## config.mk

```make
export PLATFORM = sky130hd
export DESIGN_NAME = fcv_cordic
export DESIGN_NICKNAME = d
export VERILOG_FILES = /design/src/rtl/fcv_pkg.sv /design/src/rtl/fcv_cordic.sv
export SDC_FILE = /design/constraint.sdc
export NUM_CORES = 1
export LEC_CHECK = 0
export ABC_AREA = 1
export BUFFER_PORTS_ARGS = -buffer_cell sky130_fd_sc_hd__buf_2
export CELL_PAD_IN_SITES_DETAIL_PLACEMENT = 0
export CELL_PAD_IN_SITES_GLOBAL_PLACEMENT = 1
export CORE_MARGIN = 2
export CORE_UTILIZATION = 25
export CTS_CLUSTER_SIZE = 16
export DETAILED_ROUTE_END_ITERATION = 7
export GPL_ROUTABILITY_DRIVEN = 0
export PLACE_DENSITY = 0.55
export REMOVE_ABC_BUFFERS = 1
export SYNTH_ARGS = -nofsm -noshare
export SYNTH_HDL_FRONTEND = slang
export SYNTH_SLANG_ARGS = --single-unit
```

## constraint.sdc

```tcl
create_clock -name clk_i -period 13.1 [get_ports clk_i]
set_input_delay 1.31 -clock clk_i [delete_from_list [all_inputs] [get_ports clk_i]]
set_output_delay 1.31 -clock clk_i [all_outputs]
set_load 0.01 [all_outputs]
```

## src/rtl/fcv_pkg.sv

```systemverilog
package fcv_pkg;

  localparam int unsigned CordicSteps = 20;
  localparam int unsigned CordicIdxW  = 5;
  localparam int unsigned CordicW     = 34;
  localparam int unsigned TrigW       = 18;
  localparam int unsigned CompW       = 20;

  localparam logic signed [CordicW-1:0] CordicGain = 34'sd652032874;

  // turn: floor((amount + 180) / 360), biased positive by 360 * 5965233;
  // drop three bits, then divide by 45 with ceil(2^36 / 45) and a shift by 36
  localparam int unsigned DivW       = 33;
  localparam int unsigned DivCntW    = 1;
  localparam int unsigned DivProdW   = 61;
  localparam int unsigned TurnRecipShift = 36;
  localparam logic [DivW-1:0] TurnOffset = 33'd2147484060;
  localparam logic [15:0]    TurnBias   = 16'd1457;
  localparam logic [30:0]    TurnRecip  = 31'd1527099484;

  function automatic logic signed [CordicW-1:0] atan_lut(input logic [CordicIdxW-1:0] idx);
    logic signed [CordicW-1:0] v;
    unique case (idx)
      5'd0:  v = 34'sh020000000;
      5'd1:  v = 34'sh012E4051E;
      5'd2:  v = 34'sh009FB385B;
      5'd3:  v = 34'sh0051111D4;
      5'd4:  v = 34'sh0028B0D43;
      5'd5:  v = 34'sh00145D7E1;
      5'd6:  v = 34'sh000A2F61E;
      5'd7:  v = 34'sh000517C55;
      5'd8:  v = 34'sh00028BE53;
      5'd9:  v = 34'sh000145F2F;
      5'd10: v = 34'sh0000A2F98;
      5'd11: v = 34'sh0000517CC;
      5'd12: v = 34'sh000028BE6;
      5'd13: v = 34'sh0000145F3;
      5'd14: v = 34'sh00000A2FA;
      5'd15: v = 34'sh00000517D;
      5'd16: v = 34'sh0000028BE;
      5'd17: v = 34'sh00000145F;
      5'd18: v = 34'sh000000A30;
      5'd19: v = 34'sh000000518;
      default: v = '0;
    endcase
    return v;
  endfunction

endpackage

```

## src/rtl/fcv_cordic.sv

```systemverilog
module fcv_cordic (
  input  logic                             clk_i,
  input  logic                             rst_ni,
  input  logic                             start_i,
  input  logic [15:0]                      phase_i,
  output logic                             done_o,
  output logic signed [fcv_pkg::TrigW-1:0] sin_o,
  output logic signed [fcv_pkg::TrigW-1:0] cos_o
);

  logic signed [fcv_pkg::CordicW-1:0] x_q, x_d, y_q, y_d, z_q, z_d;
  logic [fcv_pkg::CordicIdxW-1:0]     idx_q, idx_d;
  logic                               busy_q, busy_d, done_q, done_d, neg_q, neg_d;
  logic                               fold;
  logic [15:0]                        fphase;
  logic signed [fcv_pkg::CordicW-1:0] dx, dy, at;
  logic signed [fcv_pkg::CordicW-1:0] xr, yr;
  logic signed [19:0]                 xs, ys;
  logic signed [fcv_pkg::TrigW-1:0]   xc, yc;

  assign fold   = (phase_i[15:14] == 2'd1) || (phase_i[15:14] == 2'd2);
  assign fphase = {phase_i[15] ^ fold, phase_i[14:0]};
  assign dx     = y_q >>> idx_q;
  assign dy     = x_q >>> idx_q;
  assign at     = fcv_pkg::atan_lut(idx_q);

  always_comb begin
    x_d    = x_q;
    y_d    = y_q;
    z_d    = z_q;
    idx_d  = idx_q;
    busy_d = busy_q;
    neg_d  = neg_q;
    done_d = 1'b0;
    if (start_i) begin
      x_d    = fcv_pkg::CordicGain;
      y_d    = '0;
      z_d    = {{2{fphase[15]}}, fphase, 16'd0};
      idx_d  = '0;
      busy_d = 1'b1;
      neg_d  = fold;
    end else if (busy_q) begin
      if (!z_q[fcv_pkg::CordicW-1]) begin
        x_d = x_q - dx;
        y_d = y_q + dy;
        z_d = z_q - at;
      end else begin
        x_d = x_q + dx;
        y_d = y_q - dy;
        z_d = z_q + at;
      end
      idx_d = idx_q + 1'b1;
      if (idx_q == fcv_pkg::CordicIdxW'(fcv_pkg::CordicSteps - 1)) begin
        busy_d = 1'b0;
        done_d = 1'b1;
      end
    end
  end

  always_ff @(posedge clk_i or negedge rst_ni) begin
    if (!rst_ni) begin
      busy_q <= 1'b0;
      done_q <= 1'b0;
      idx_q  <= '0;
    end else begin
      busy_q <= busy_d;
      done_q <= done_d;
      idx_q  <= idx_d;
    end
  end

  always_ff @(posedge clk_i) begin
    x_q   <= x_d;
    y_q   <= y_d;
    z_q   <= z_d;
    neg_q <= neg_d;
  end

  // Q30 to Q16.16 with rounding, then clamp to one
  assign xr = (x_q + 34'sd8192) >>> 14;
  assign yr = (y_q + 34'sd8192) >>> 14;
  assign xs = xr[19:0];
  assign ys = yr[19:0];

  always_comb begin
    xc = xs[fcv_pkg::TrigW-1:0];
    yc = ys[fcv_pkg::TrigW-1:0];
    if (xs > 20'sd65536)  xc = 18'sd65536;
    if (xs < -20'sd65536) xc = -18'sd65536;
    if (ys > 20'sd65536)  yc = 18'sd65536;
    if (ys < -20'sd65536) yc = -18'sd65536;
  end

  assign done_o = done_q;
  assign cos_o  = neg_q ? -xc : xc;
  assign sin_o  = neg_q ? -yc : yc;

endmodule
```

* Yosys cells after proc, flatten, opt, wreduce, memory -nomap -nowiden
Memories as Yosys holds them, arrays and structs flattened.
Index checks and enable logic that the tools add are counted.
** Storage, ports and cells
- Register bits after elaboration :: 110
- Bits in read-only memories :: 960
- Input port bits :: 19
- Output and inout bits :: 37
- Word-level logic and storage cells :: 51
- Memories :: 1
** Cells by class
- Add/subtract/negate cells :: 11
- $lt $le $gt $ge :: 4
- Eq/ne operators :: 3
- Shifts and indexed selects :: 2
- Mux-type cells :: 19
- Bitwise logic cells :: 1
- Reductions and logical operators :: 2
** Memory list
- (no name shown) :: depth 32, width 30, read ports 1, clocked after memory_dff 0, wr ports 0, line fcv_pkg.sv:23 : unique case (idx)
** Operator list (number)
- 2-to-1 mux 34 bit :: 5
- 2-to-1 mux 18 bit :: 6
- adder 34 bit :: 3
- subtractor 34 bit :: 3
- adder 34 x 15 -> 34 bit (second input constant) :: 2
- >>> shifter 34 x 5 -> 34 bit :: 2
- > comparator 20 x 18 -> 1 bit (second input constant) :: 2
- less-than comparator 20 x 17 -> 1 bit (second input constant) :: 2
- negation 18 bit :: 2
- 2-to-1 mux 5 bit :: 2
- 2-to-1 mux 1 bit :: 6
- adder 5 x 1 -> 5 bit (second input constant) :: 1
- equality test 5 bit (second input constant) :: 1
- equality test 2 x 1 -> 1 bit (second input constant) :: 1
- equality test 2 bit (second input constant) :: 1
- nonzero test 2 bit :: 1
- logical OR 1 bit :: 1
- bitwise XOR 1 bit :: 1

* Longest topological paths before layout
Gate-level depths: netlist of the first run.
- Word-level depth :: 6
- Depth in mapped cells :: 40
- Depth with buffers taken out :: 38

* Worst setup path after synthesis of the first run
OpenSTA, ideal clock, no wires.
- Path kind :: register to register
- Start :: register idx_q[1] (netlist bit)
- End :: register z_q[23] (netlist bit), data pin
- Arrival :: 4343 ps
- Data required time :: 12846 ps
- Path slack :: 8504 ps
- Cell stages (with the launch flop) :: 28
- Buffers on the path :: 2
- Clock period less this slack :: 4596 ps
- Cells stage by stage :: dfrtp_1 > buf_2 > inv_2 > buf_2 > ha_1 > inv_1 > a21oi_1 > nand2_1 > nand3_1 > inv_1 > ha_1 > inv_1 > nor3_1 > nand4_1 > o31ai_1 > xor2_1 > ha_1 > nand2_1 > o21ai_0 > nor2_1 > o21ai_0 > a21boi_0 > o21ai_0 > nand2_1 > nand2_1 > nand2_1 > nand3_1 > nand2_1
** On the way
- Longest elaborated chain between the ends :: 5
** Ends and longest elaborated chain
- start, declared :: line fcv_cordic.sv:12 : logic [fcv_pkg::CordicIdxW-1:0] idx_q, idx_d;
- start signal, assigned :: line fcv_cordic.sv:68 : idx_q <= idx_d;
- memory read (32 x 30 bit) (*)
- subtractor 34 bit / adder 34 bit (equally long branches) :: line fcv_cordic.sv:46, fcv_cordic.sv:50
- 2-to-1 mux 34 bit (*) :: line fcv_cordic.sv:43 : if (!z_q[fcv_pkg::CordicW-1]) begin
- 2-to-1 mux 34 bit (*) :: line fcv_cordic.sv:42 : end else if (busy_q) begin
- 2-to-1 mux 34 bit (*) :: line fcv_cordic.sv:35 : if (start_i) begin
- net z_d, one bit :: line fcv_cordic.sv:11 : logic signed [fcv_pkg::CordicW-1:0] x_q, x_d, y_q, y_d, z_q, z_d;
- end signal, assigned :: line fcv_cordic.sv:75 : z_q <= z_d;
- end, declared :: line fcv_cordic.sv:11
The timed path passes the listed nets; every way through them passes the cells marked *. The select of a mux whose other input is x is not followed.
A chain may end at the register's enable or synchronous reset.

* Worst setup path after layout of the first run
- Start :: register idx_q[0] (netlist bit)
- End :: register z_q[23] (netlist bit), data pin
Same word-level chain as after synthesis.

==> results.toml, run 1 <==
[sta]
setup_viol_count_final = 0
tightestPinTransition_ns = 0.928
rsz0062_at_grt = "no"
finalHoldViolCount = 0
finalWorstSetupSlack_ns = 6.63
finalWorstPathRequiredPeriod_ns = 6.47
report.final.slew_viol_count = 0
fmax_mhz = 155
finalCritPeriodShare_pct = 49.4
totalNegativeSetupSlack_ns = 0
fin_skew_ns = 0.0193
max_slew_margin_pct = 37.7
timing.hold.ws_ns = 0.477

[critical_path]
worst-path-max-fanout = 80
cp.required_ns = 13.28
cp-start-kind = "flop"
crit_path_end_kind = "flop"
critical_path_arrival_ns = 6.65
setup_cp_type = "reg -> reg"

[clock_tree]
holdBufCountCts = 0
cts_setup_buffers = 0
cts_root_buffer = "clkbuf_16"
worst_skew_pair.late_latency_ns = 0.41
max-clock-path-buffers = 2
quantity_of_gates_resized_following_cts = 0
worst_setup_hold_path_clk_slew_ns = 0.10
clkSinkCount = 110
ctsHtreeMaxLevel = 3
clock_tree_from_tritoncts = "done"
cts-buffers-inserted = 9

[synthesis]
ys.warnings.count = 0
synth.top_cells.by_count = "nand2_1, nand3_1, inv_1, nor2_1, o21ai_0"
ys_ff_latch = 110
post_synth_main_area_contributors = "nand2_1, nand3_1, dfxtp_1"
synth_largest_area_cell = "nand2_1"
synth_top_area_share_pct = 20.0
async_reset_ff_share_pct = 6.36
syn-instance-count = 3097
synthesis.area_sq_um = 17700
synth.distinct_cells = 63
most_common_cell_in_the_netlist = "nand2_1"
primary_ff_master_synth = "dfxtp_1"
share_of_synthesized_area_occupied_by_flip_flops_and_latches_pct = 13.7
synth_enable_flop_cells = 19
synth_area_per_cell_sq_um = 5.70

[cells_and_area]
drive_gt1_share_pct = 5.34
antenna_cells = 0
post_layout_cell_count = 4012
syn_to_final_growth_pct = 7.49
finish.instance_area_sq_um = 19000
final_net_count = 3202
finish.utilization_pct = 27.1
fillers = 8184

[status]
result_of_the_run = "finished clean"

[placed_design]
dp_worst_setup_slack_ns = 6.71
numPlacedInstances = 3996
numPortBuffers = 55
placed_area_sq_um = 18700
dpl.hpwl_mm = 58.2

[grt]
globalRoute.totalOverflow = 0
gr-usage-all-layers_pct = 20.1
grt_pass1_wl_mm = 115
antenna_violations_before_repair = 0
largest_net_degree_at_the_start_of_global_routing = 81
grt_pass1_vias = 19524

[pwr]
pwr_density_cell_nw_per_um2 = 327
power_mw = 6.21
irDropWorstVdd_v = 0.000117
power.leakage_nw = 9.13

[routing]
drt_iter0_markers = 1378
dr_vias = 20014
totalWireLength_mm = 74.3
wl_per_cell_um = 18.5
drt.antenna.violating_nets = 0
drc = 0
detail_route.vias_per_cell = 4.99
drtPass1Iterations = 7

[flow_run]
cap_viol_max_count = 0

[die]
fp.dieH_um = 270
floorplan.die_area_sq_um = 72800
pin_count = 56
core_ar_sq_um = 70000
die-width_um = 270
initial_utilization_pct = 25.2
placement_row_count = 97

[worst_hold_path]
min-delay-path-class = "reg -> reg"
==> final cells by class <==
cell class	instances	area [sq um]	share of cell area, %
repair buffers	75	425	2.24
multi-input cells	2586	13600	71.6
flip-flops and latches	110	2430	12.8
well taps	940	1180	6.19
inverters	285	1070	5.65
clock inverters	6	52.6	0.277
clock buffers	10	229	1.21
==> power breakdown <==
part	switching (mW)	total [mW]	internal, mW	leakage (nW)
logic	3.34	5.12	1.78	8.00
registers	0.269	0.786	0.517	0.990
clock network	0.173	0.307	0.134	0.137
==> path summary, 6_finish.rpt <==
path | startpoint | endpoint | slack, ns | cells past startpoint
max | idx_q[0] | z_q[23] | 6.63 | 26
min | z_q[3] | z_q[3] | 0.48 | 2
max reg2reg | idx_q[0] | z_q[23] | 6.63 | 26
min reg2reg | z_q[3] | z_q[3] | 0.48 | 2
max in group asynchronous | rst_ni | idx_q[1] | 12.12 | 1
min in group asynchronous | rst_ni | done_o | 0.74 | 1
==> cells by family after synthesis <==
kind of cell             share of synthesized area, %
AO/OA/AOI/OAI                                    16.2
adder cells (fa/ha/maj)                          8.34
AND/OR/NAND/NOR                                  43.5
buffers and inverters                            9.37
XOR/XNOR                                         8.88
flip-flops                                       13.7
==> cells in the final DEF (no fill, tap or decap), types with 8 or more instances in the layout <==
master | Yosys | final
xor2_1 | 118 | 118
buf_2 | 36 | 55
nor3_2 | 8 | 8
o21a_1 | 16 | 16
nor4_1 | 13 | 13
or2_2 | 12 | 12
nand4_1 | 38 | 38
dfxtp_1 | 84 | 84
inv_1 | 274 | 272
o211ai_1 | 14 | 14
nor3_1 | 44 | 44
a21oi_1 | 165 | 165
clkbuf_16 | 0 | 9
nor2_2 | 11 | 12
inv_2 | 8 | 10
nor2_1 | 265 | 262
o21ai_0 | 178 | 178
o22ai_1 | 28 | 28
xnor2_1 | 61 | 61
edfxtp_1 | 19 | 19
buf_4 | 6 | 20
ha_1 | 113 | 113
a31oi_1 | 24 | 24
nand3_1 | 436 | 436
nand2_1 | 943 | 943
==> sequential cells by signal (all words and copies together) (netlist names) <==
register	cells
y_q	34
idx_q	5
done_o	1
z_q	34
x_q	34
neg_q	1
busy_q	1
==> critical path, cell delays in order, from the launching register on <==
cell and delay [ns]:
dfrtp_2 0.35, buf_4 0.66, inv_4 0.51, ha_1 0.45, nor2_1 0.14, o21ai_0 0.12, o211ai_1 0.13, nand2_1 0.13
inv_2 0.08, ha_1 0.13, inv_1 0.10, nor3_1 0.24, nand4_1 0.19, o31ai_1 0.39, xor2_1 0.15, ha_1 0.38
nand2_1 0.12, o21ai_0 0.23, nor2_1 0.13, o21ai_0 0.41, a21boi_0 0.29, o21ai_0 0.41, nand2_1 0.14, nand2_1 0.08
nand2_1 0.04, nand3_1 0.07, nand2_1 0.05
==> routing by layer <==
metal  vias to the layer above  share of wire [%]  wire length [um]  track usage (%)
met5                         -                  0                 0                0
li1                      10278                  -                 -                -
met1                      9244                 46             34400             26.3
met3                        71                2.9              2180             1.51
met2                       421                 49             36300             35.7
met4                         0                1.9              1440             4.71
(Power assumes the default switching activity.)
==> run 2, diff against run 1 <==
--- a/config.mk
+++ b/config.mk
@@ -14,7 +14,7 @@
 export CTS_CLUSTER_SIZE = 16
 export DETAILED_ROUTE_END_ITERATION = 7
 export GPL_ROUTABILITY_DRIVEN = 0
-export PLACE_DENSITY = 0.55
+export PLACE_DENSITY = 0.57
 export REMOVE_ABC_BUFFERS = 1
 export SYNTH_ARGS = -nofsm -noshare
 export SYNTH_HDL_FRONTEND = slang
==> constraint.sdc (replaced) <==
create_clock -name clk_i -period 5.6 [get_ports clk_i]
set_input_delay 0.56 -clock clk_i [delete_from_list [all_inputs] [get_ports clk_i]]
set_output_delay 0.56 -clock clk_i [all_outputs]
set_load 0.01 [all_outputs]
==> results.toml, run 2 (synthesis gave the netlist of run 1 again) <==
[critical_path]
setup_cp_type = "reg -> reg"
worst-path-max-fanout = 40
cp_common_cell = "nor2_1"
critical_path_arrival_ns = 5.39
critical_path.max_stage_delay_ns = 0.44
crit_path_end_kind = "flop"
critPathTopFamily = "simple AND/OR/NAND/NOR gates"
critical_path.n_buffers_inverters = 6
timing.critical_path.slowest_stage_cell = "dfrtp_2"
cp-start-kind = "flop"
r2r_setup_slack_ns = 0.56
cp.required_ns = 5.96

[clock_tree]
clock_tree_from_tritoncts = "done"
worst_setup_hold_path_clk_slew_ns = 0.09
cts_root_buffer = "clkbuf_16"
max-clock-path-buffers = 2
clkSinkCount = 110
ctsHtreeMaxLevel = 3
cts_setup_buffers = 0
cts-buffers-inserted = 9
worst_skew_pair.late_latency_ns = 0.42

[sta]
finalWorstPathRequiredPeriod_ns = 5.04
fin_skew_ns = 0.0266
finalHoldViolCount = 0
setup_viol_count_final = 0
tightestPinTransition_ns = 1.10
finalCritPeriodShare_pct = 89.9
timing.hold.ws_ns = 0.409
report.final.slew_viol_count = 0
totalNegativeSetupSlack_ns = 0
fmax_mhz = 199
max_slew_margin_pct = 26.7
rsz0062_at_grt = "no"

[grt]
gr-usage-all-layers_pct = 20.0
grt_use_met1_pct = 26.2
global_route.peak_usage_layer = "met2"
grt_pass1_vias = 19568
groute.layer.met2.usage_pct = 35.3
globalRoute.totalOverflow = 0
grt_pass1_wl_mm = 114
largest_net_degree_at_the_start_of_global_routing = 80
antenna_violations_before_repair = 0
grt.met3_usage_pct = 1.15

[routing]
wl_per_cell_um = 18.2
totalWireLength_mm = 73.7
dr_vias = 20115
drt.antenna.violating_nets = 0
drc = 0
drtPass1Iterations = 6
detail_route.vias_per_cell = 4.96
drt_iter0_markers = 1370

[cells_and_area]
final_common_cell = "nand2_1"
top_regs = "x_q (34), y_q (34), z_q (34)"
final_net_count = 3243
finish.utilization_pct = 27.7
syn_to_final_growth_pct = 9.82
finish.instance_area_sq_um = 19400
antenna_cells = 0
drive_gt1_share_pct = 6.65
mostFrequentLayoutCells = "nand2_1, nand3_1, inv_1"

[placed_design]
numPortBuffers = 55
dpl.hpwl_mm = 59.7
placed_area_sq_um = 19100

[die]
pin_count = 56
initial_utilization_pct = 25.2
placement_row_count = 97
floorplan.die_area_sq_um = 72800
fp.dieH_um = 270
core_ar_sq_um = 70000
die-width_um = 270

[pwr]
pwr_density_cell_nw_per_um2 = 759
irDropWorstVdd_v = 0.000291
power.leakage_nw = 9.36

[worst_hold_path]
min-delay-path-class = "in -> reg"

[flow_run]
cap_viol_max_count = 0

[status]
result_of_the_run = "finished clean"
==> run 2: cell types whose count changed in the layout (fill, tap and decap cells not counted), moves of 2 or more <==
cell | before | now
o21ai_0 | 178 | 175
buf_4 | 20 | 53
o21ai_1 | 6 | 9
buf_12 | 0 | 5
nor2_1 | 262 | 260
==> run 2: area by class of cell <==
type | instances | area, sq um
clock buffers | 11 | 233
inverters | 285 | 1070
multi-input cells | 2586 | 13600
clock inverters | 5 | 43.8
repair buffers | 116 | 822
flip-flops and latches | 110 | 2430
fillers | 8196 | 50600
well taps | 940 | 1180
==> run 2: worst register-to-register path, delay by kind of cell, from the launching register on <==
kind / cells / cell delay (ns)
DFF: 1 / 0.44
AOI/OAI and AO/OA: 2 / 0.47
and+or+nand+nor: 23 / 2.75
adders and majority gates: 2 / 0.49
xor gates and xnor gates: 1 / 0.18
buffers and inverters: 6 / 0.67
==> run 2: report_power, final <==
part / switching (mW) / internal, mW
sequential: 0.504 / 1.21
clock: 0.407 / 0.312
combinational: 7.98 / 4.31
total: 8.89 / 5.83
==> run 2: path summary, 6_finish.rpt <==
| kind | from | cells past startpoint | to |
|---|---|---|---|
| max | idx_q[1] | 34 | y_q[33] |
| max in group asynchronous | rst_ni | 2 | idx_q[1] |
| min | phase_i[6] | 3 | z_q[22] |
| min reg2reg | z_q[2] | 2 | z_q[2] |
| min in group asynchronous | rst_ni | 2 | done_o |
| max reg2reg | idx_q[1] | 34 | y_q[33] |
==> run 2: metal layers <==
| layer | wire (um) | part of all wire [%] |
|---|---|---|
| met2 | 36100 | 49 |
| met3 | 2300 | 3.1 |
| met4 | 1680 | 2.3 |
| met5 | 0 | 0 |
| met1 | 33700 | 46 |
==> run 2: metrics by stage <==
step	setup WS (ns)	power [mW]	instances
2_1_floorplan	-0.515	10.3	2981
3_3_place_gp	0.375	14.1	4036
3_5_place_dp	0.434	13.9	4036
4_1_cts	0.417	14.7	4053
5_1_grt	0.0169	16.4	4053
6_report	0.564	14.7	4053
==> run 2: what timing repair did <==
action	CTS	global route
resized for setup	0	10
endpoints found under the hold margin	1	0
hold buffers	1	0
setup endpoints to repair	0	9
